## config.mk

```make
export PLATFORM = sky130hd
export DESIGN_NAME = lse_ctrl
export DESIGN_NICKNAME = d
export VERILOG_FILES = /design/src/rtl/core/lse_pkg.sv /design/src/rtl/core/lse_ctrl.sv
export SDC_FILE = /design/constraint.sdc
export NUM_CORES = 1
export LEC_CHECK = 0
export ABC_CLOCK_PERIOD_IN_PS = 1200
export CAP_MARGIN = 20
export CORE_AREA = 2 2 39 41
export DETAILED_ROUTE_END_ITERATION = 12
export DIE_AREA = 0 0 41 43
export DONT_BUFFER_PORTS = 1
export HOLD_SLACK_MARGIN = 0.12
export SKIP_CTS_REPAIR_TIMING = 1
export SYNTH_ARGS = -nofsm -noshare
export SYNTH_HDL_FRONTEND = slang
export SYNTH_SLANG_ARGS = --single-unit
```

## constraint.sdc

```tcl
create_clock -name clk -period 1.2 [get_ports clk]
set_input_delay 0.06 -clock clk [delete_from_list [all_inputs] [get_ports clk]]
set_output_delay 0.06 -clock clk [all_outputs]
set_load 0.03 [all_outputs]
```

## src/rtl/core/lse_pkg.sv

```systemverilog
// ----------------------------------------------------------------------------
// LSB stego package
// Shared types and constants of the LSB steganography embed/extract block.
// ----------------------------------------------------------------------------
package lse_pkg;

  // Field widths of the item interfaces and of the configuration port.
  localparam int ADDR_FIELD_W = 12;
  localparam int DATA_W       = 64;
  localparam int DEPTH_W      = 4;
  localparam int LIM_W        = 13;
  localparam int CUR_W        = LIM_W + 1;
  localparam int CFG_W        = 13;
  localparam int REG_IDX_W    = 2;

  // Configuration register indexes.
  localparam logic [REG_IDX_W-1:0] REG_DEPTH_SETTING = 2'd0;
  localparam logic [REG_IDX_W-1:0] REG_ALPHA_PRESENT = 2'd1;
  localparam logic [REG_IDX_W-1:0] REG_IMAGE_BYTES   = 2'd2;

  typedef enum logic [2:0] {
    CMD_LOAD         = 3'd0,
    CMD_READ         = 3'd1,
    CMD_BEGIN        = 3'd2,
    CMD_EMBED_BYTE   = 3'd3,
    CMD_EMBED_WORD   = 3'd4,
    CMD_EXTRACT_BYTE = 3'd5,
    CMD_EXTRACT_WORD = 3'd6
  } cmd_e;

  typedef struct packed {
    cmd_e                    cmd;
    logic [ADDR_FIELD_W-1:0] address;
    logic [DATA_W-1:0]       payload;
  } req_item_t;

  typedef struct packed {
    logic [DATA_W-1:0]  result_data;
    logic               complete;
    logic [DEPTH_W-1:0] active_depth;
  } rsp_item_t;

  typedef enum logic [2:0] {
    S_IDLE,
    S_DECODE,
    S_RDWAIT,
    S_XFER,
    S_FINISH
  } ctrl_state_e;

  // Commands from the controller to the datapath.
  typedef struct packed {
    logic capture;
    logic load_wr;
    logic begin_set;
    logic begin_detect;
    logic read_capture;
    logic xfer_init;
    logic xfer_step;
    logic fin;
  } ctrl_cmd_t;

  // Status from the datapath to the controller.
  typedef struct packed {
    cmd_e cmd;
    logic begin_direct;
    logic xfer_go;
    logic xfer_go_next;
  } dp_status_t;

endpackage

```

## src/rtl/core/lse_ctrl.sv

```systemverilog
// ----------------------------------------------------------------------------
// LSB stego controller
// Sequences one item at a time through the datapath and owns the result valid.
// ----------------------------------------------------------------------------
module lse_ctrl (
  input  logic                clk,
  input  logic                rst,
  input  logic                req_valid,
  output logic                req_stall,
  output logic                rsp_valid,
  input  logic                rsp_stall,
  input  lse_pkg::dp_status_t status,
  output lse_pkg::ctrl_cmd_t  cmd
);

  import lse_pkg::*;

  ctrl_state_e state;
  ctrl_state_e state_next;
  logic        slot_free;

  assign slot_free = !rsp_valid || !rsp_stall;
  assign req_stall = (state != S_IDLE);

  always_ff @(posedge clk) begin
    if (rst) begin
      state     <= S_IDLE;
      rsp_valid <= 1'b0;
    end else begin
      state <= state_next;
      if (cmd.fin) begin
        rsp_valid <= 1'b1;
      end else if (!rsp_stall) begin
        rsp_valid <= 1'b0;
      end
    end
  end

  // Next state.
  always_comb begin
    state_next = state;
    case (state)
      S_IDLE: begin
        if (req_valid) begin
          state_next = S_DECODE;
        end
      end
      S_DECODE: begin
        case (status.cmd)
          CMD_READ: begin
            state_next = S_RDWAIT;
          end
          CMD_BEGIN: begin
            state_next = status.begin_direct ? S_FINISH : S_RDWAIT;
          end
          CMD_EMBED_BYTE, CMD_EMBED_WORD, CMD_EXTRACT_BYTE, CMD_EXTRACT_WORD: begin
            state_next = S_XFER;
          end
          default: begin
            state_next = S_FINISH;
          end
        endcase
      end
      S_RDWAIT: begin
        state_next = S_FINISH;
      end
      S_XFER: begin
        if (!status.xfer_go || !status.xfer_go_next) begin
          state_next = S_FINISH;
        end
      end
      S_FINISH: begin
        if (slot_free) begin
          state_next = S_IDLE;
        end
      end
      default: begin
        state_next = S_IDLE;
      end
    endcase
  end

  // Commands.
  always_comb begin
    cmd = '0;
    case (state)
      S_IDLE: begin
        cmd.capture = req_valid;
      end
      S_DECODE: begin
        case (status.cmd)
          CMD_LOAD: begin
            cmd.load_wr = 1'b1;
          end
          CMD_BEGIN: begin
            cmd.begin_set = status.begin_direct;
          end
          CMD_EMBED_BYTE, CMD_EMBED_WORD, CMD_EXTRACT_BYTE, CMD_EXTRACT_WORD: begin
            cmd.xfer_init = 1'b1;
          end
          default: begin
            cmd = '0;
          end
        endcase
      end
      S_RDWAIT: begin
        if (status.cmd == CMD_BEGIN) begin
          cmd.begin_detect = 1'b1;
        end else begin
          cmd.read_capture = 1'b1;
        end
      end
      S_XFER: begin
        cmd.xfer_step = status.xfer_go;
      end
      S_FINISH: begin
        cmd.fin = slot_free;
      end
      default: begin
        cmd = '0;
      end
    endcase
  end

`ifndef SYNTHESIS
  a_accept_to_decode: assert property (@(posedge clk) disable iff (rst)
    (req_valid && !req_stall) |=> (state == S_DECODE))
    else $error("accepted item did not move to decode");

  a_fin_needs_slot: assert property (@(posedge clk) disable iff (rst)
    cmd.fin |-> !(rsp_valid && rsp_stall))
    else $error("result loaded over a stalled result");

  a_rsp_from_finish: assert property (@(posedge clk) disable iff (rst)
    $rose(rsp_valid) |-> ($past(state) == S_FINISH))
    else $error("result valid rose outside finish");

  a_xfer_entry: assert property (@(posedge clk) disable iff (rst)
    (state == S_XFER) |-> ($past(state) == S_DECODE || $past(state) == S_XFER))
    else $error("transfer entered from wrong state");
`endif

endmodule

```

# == Word-level counts from Yosys, hierarchy flattened ==
# Cells that the tools add are included.
# totals
latch_bits,0
mem_count,0
mem_bits_ro,0
ram_bits,0
out_inout_bits,10
ff_bits,4
# op_classes
multipliers,0
n_addsub,0
reduce_logical,11
bitwise_logic,0
mux,19
magnitude_cmp,0
shift,0
eq_ne,14
div_mod_pow,0
# ops
cell,n
$pmux W3 S5,1
$eq A3 B2 Y1 const B,4
$eq A3 B3 Y1 const B,4
$mux W3,4
$mux W1,11
$pmux W3 S3,1
$eq A3 B1 Y1 const B,2
$logic_not A3 Y1,2
$ne A2 B2 Y1 const B,3
$logic_not A1 Y1,4
$mux W2,2
$reduce_or A4 Y1,1
$reduce_and A3 Y1,1
$reduce_bool A3 Y1,1
$logic_or A1 B1 Y1,2
$ne A2 B1 Y1 const B,1

# == Longest topological paths before layout ==
# depth
ltp_word,4
ltp_mapped,4

# == Worst setup path after synthesis ==
# No wires, ideal clock.
# synth_timing
path_type,register to output
startpoint,reg state[2]
endpoint,out cmd[7] (netlist bit)
arrival_ns,1.337
path_slack_ns,-0.197
path_buffers,0
required_ns,1.140
path_stages_with_launch,3
path_cell_list,dfxtp_1 > or3_1 > nor2_1
# synth_lines
item,line,rtl
"start, declared",lse_ctrl.sv:18,ctrl_state_e state;
"start signal, assigned",lse_ctrl.sv:30,state <= state_next;
"end, declared",lse_ctrl.sv:13,output lse_pkg::ctrl_cmd_t cmd

==> summary.md <==
| Metric | Value |
|---|---|
| Synth warn | 0 |
| Vias | about 390 |
| Worst setup SP type | flip-flop |
| Post-synthesis register bit count | 4 |
| R2R Setup Slk | about 50 ps |
| Syn Nets | 56 |
| Die ar. | ~0.0018 mm^2 |
| DP Wirelength | roughly 630 um |
| Highest clock rate | approximately 800 MHz |
| Final setup vio count | 4 |
| Vias per cell | between 4 and 5 |
| Slew @ Worst Pin | about 540 ps |
| CTS buffer count | 3 |
| Endpoint type of the worst setup path | output port |
| Area Overhead vs Synth | 68.7% |
| CTS tree | built |
| Family with the most delay on the worst path | simple AND/OR/NAND/NOR gates |
| Worst Path Required | roughly 1100 ps |
| GR Util All Layers | a little under a tenth |
| Hold Crit Endpoint | state[1] |
| Critical path's slowest cell | or3_4 |
| Largest net degree at the start of global routing | 11 |
| Arr. time, crit path | between 1000 and 1500 ps |
| FF-to-FF End | state[2] |
| Buffers plus inverters on the worst setup path | 0 |
| Final min period | between 1000 and 1500 ps |
| Clock Tree Buf Depth | 2 |
| Status | complete, but fails checks |
| Die H | between 40 and 50 um |
| # clock sinks | 4 |
| Worst r2r src | state[2] |
| Commonest non-fill, non-tap cell in the layout | buf_4 |
| Critical path cell sequence | or3_4 -> nor2_4 |
| Worst skew pair latency | around 230 ps |
| Max_cap viols | 0 |
| Fin crit share | 104% |
| Total power | about 500 uW |
| LEAKAGE | approximately 0.00023 uW |
| Reg2reg path depth | 4 |
| Root buffer cell | clkbuf_4 |
| Final ANT Viol Nets | 0 |
| Setup tns final | -141 ps |
| Setup WS post-layout | -53.4 ps |
| Die width | around 41 um |
| DRC | 0 |
| Clock Skews | approximately 4.6 ps |
| Syn Std Cell Area | about 300 um^2 |
| Global route overflow | 0 |
| Critical path class | reg -> out |
| Max-slew violations | 0 |
| PwrDens | 999 mW/mm^2 |
| I/O pins | 20 |
| H-tree depth | 1 |
| Detailed Route WL | approximately 790 um |
| Core area | between 0.001 and 0.0015 mm^2 |
| Synth cell types | 20 |
| Final core utilization | between 30% and 40% |
| Initial Utilization | 22.0% |
| Final nets | 75 |
| Fin. Hold Viols | 0 |
| Port bufs | 0 |
| GPL Wtd Cong | 0.682 |
| Worst rel slew slack | 63.7% |
| Max IR drop VDD | roughly 0.30 mV |
| Post-Place Worst Slack | -19.9 ps |
| Placed cell area | roughly 400 um^2 |
| Share of post-route cells with drive strength above 1 | a little under two fifths |
| Most frequent cells in the layout | buf_4 (8), nand2_1 (7), nor2_1 (7) |
| Clk slew on worst S/H paths | ~40 ps |
| Synth Instances | 46 |
| Vias in the first global route | 307 |
| Post-layout instance area | slightly above 500 um^2 |
| FP Rows | 14 |
| Starting DRC count in detailed routing | 2 |
| Avg Inst Size Synth | approximately 6.6 um^2 |
| RSZ-0062 raised after global routing | true |
| Ant. Diodes | 0 |
| Drt wl/cell | about 10 um |
| Fill count | 145 |
| Hold path depth | 3 |
| Hold path start | status[3] |
| Pre-Repair DR Iteration Count | 3 |
| Hold Crit Class | in -> reg |
| Violated checks | negative setup slack |
| CP max FO | 7 |
| Post-synthesis sequential area ratio | 26.3% |
| Initial antenna violation count | 0 |
| First-pass GRT wire length | 1060 um |
| Crit-path max cell delay | just under 400 ps |
==> how the worst max path moves through the flow <==
stage	startpoint	to	slack [ps]	depth (start not counted)
after floorplan	state[2]	cmd[7]	2	2
after global placement	state[0]	cmd[5]	40	4
after detailed placement	state[0]	state[2]	-20	4
after CTS	state[0]	cmd[5]	-260	4
after global routing	state[2]	cmd[5]	-100	4
final	state[0]	cmd[7]	-50	2
==> metal layers <==
layer / GRT usage, % / wire length, um / up-vias
li1: - / - / 198
met1: 9.94 / 354 / 174
met2: 13.4 / 379 / 13
met3: 4.19 / 47 / 2
met4: 8.00 / 10 / 0
met5: 0 / 0 / -
==> worst reg2reg max path: cells and delay by family (launching register included) <==
family	cells	cell delay (ps)
simple gates	3	490
flops	1	320
compound gates	1	230
==> power breakdown <==
| part | internal, uW | switching [uW] | leakage, uW | total, uW |
|---|---|---|---|---|
| Sequential | 145 | 16.0 | 0.0000342 | 161 |
| Combinational | 85.3 | 101 | 0.000179 | 186 |
| Clock | 112 | 53.5 | 0.0000138 | 165 |
| Total | 342 | 171 | 0.000227 | 512 |
==> registers in the layout, summed over array words and instances, names as in the netlist <==
register,flops
rsp_valid,1
state,3
==> cells in the mapped netlist <==
| master | instances | area [um^2] |
|---|---|---|
| nor2_1 | 9 | 33.8 |
| nand2_1 | 7 | 26.3 |
| a21oi_1 | 4 | 20.0 |
| dfxtp_1 | 4 | 80.1 |
| inv_1 | 3 | 11.3 |
| nand3_1 | 3 | 15.0 |
| nor2b_1 | 2 | 12.5 |
| or3_1 | 2 | 12.5 |
| a2111o_1 | 1 | 11.3 |
| a21oi_2 | 1 | 8.76 |
| a311oi_1 | 1 | 8.76 |
| a41oi_1 | 1 | 8.76 |
| and2b_1 | 1 | 7.51 |
| and3_1 | 1 | 6.26 |
| and3_2 | 1 | 7.51 |
| and4_1 | 1 | 8.76 |
| nand2b_1 | 1 | 6.26 |
| nor3_1 | 1 | 5.00 |
| o21ai_0 | 1 | 5.00 |
| xor2_1 | 1 | 8.76 |
==> stage by stage <==
step	hold WS [ps]	cells
final	107	79
after global routing	127	79
after CTS	-123	73
after detailed placement	124	70
after global placement	123	70
after floorplan	122	46
==> cell families (layout without fill, tap and decap cells) <==
| family | after synthesis | after routing | share of synthesized area, % |
|---|---|---|---|
| and+or+nand+nor | 29 | 29 | 46.5 |
| DFF | 4 | 4 | 26.3 |
| buffers and inverters | 3 | 20 | 3.70 |
| xor gates and xnor gates | 1 | 1 | 2.88 |
| AOI/OAI and AO/OA | 9 | 9 | 20.6 |
==> area by class of cell <==
class,instances,area (um^2),area share (%)
multi-input combinational,39,249,48.5
tap,16,20.0,3.90
inverter,3,13.8,2.68
timing repair buffer,14,121,23.7
sequential,4,86.3,16.8
clock buffer,3,22.5,4.39
Power figures use the tool's default switching activity.
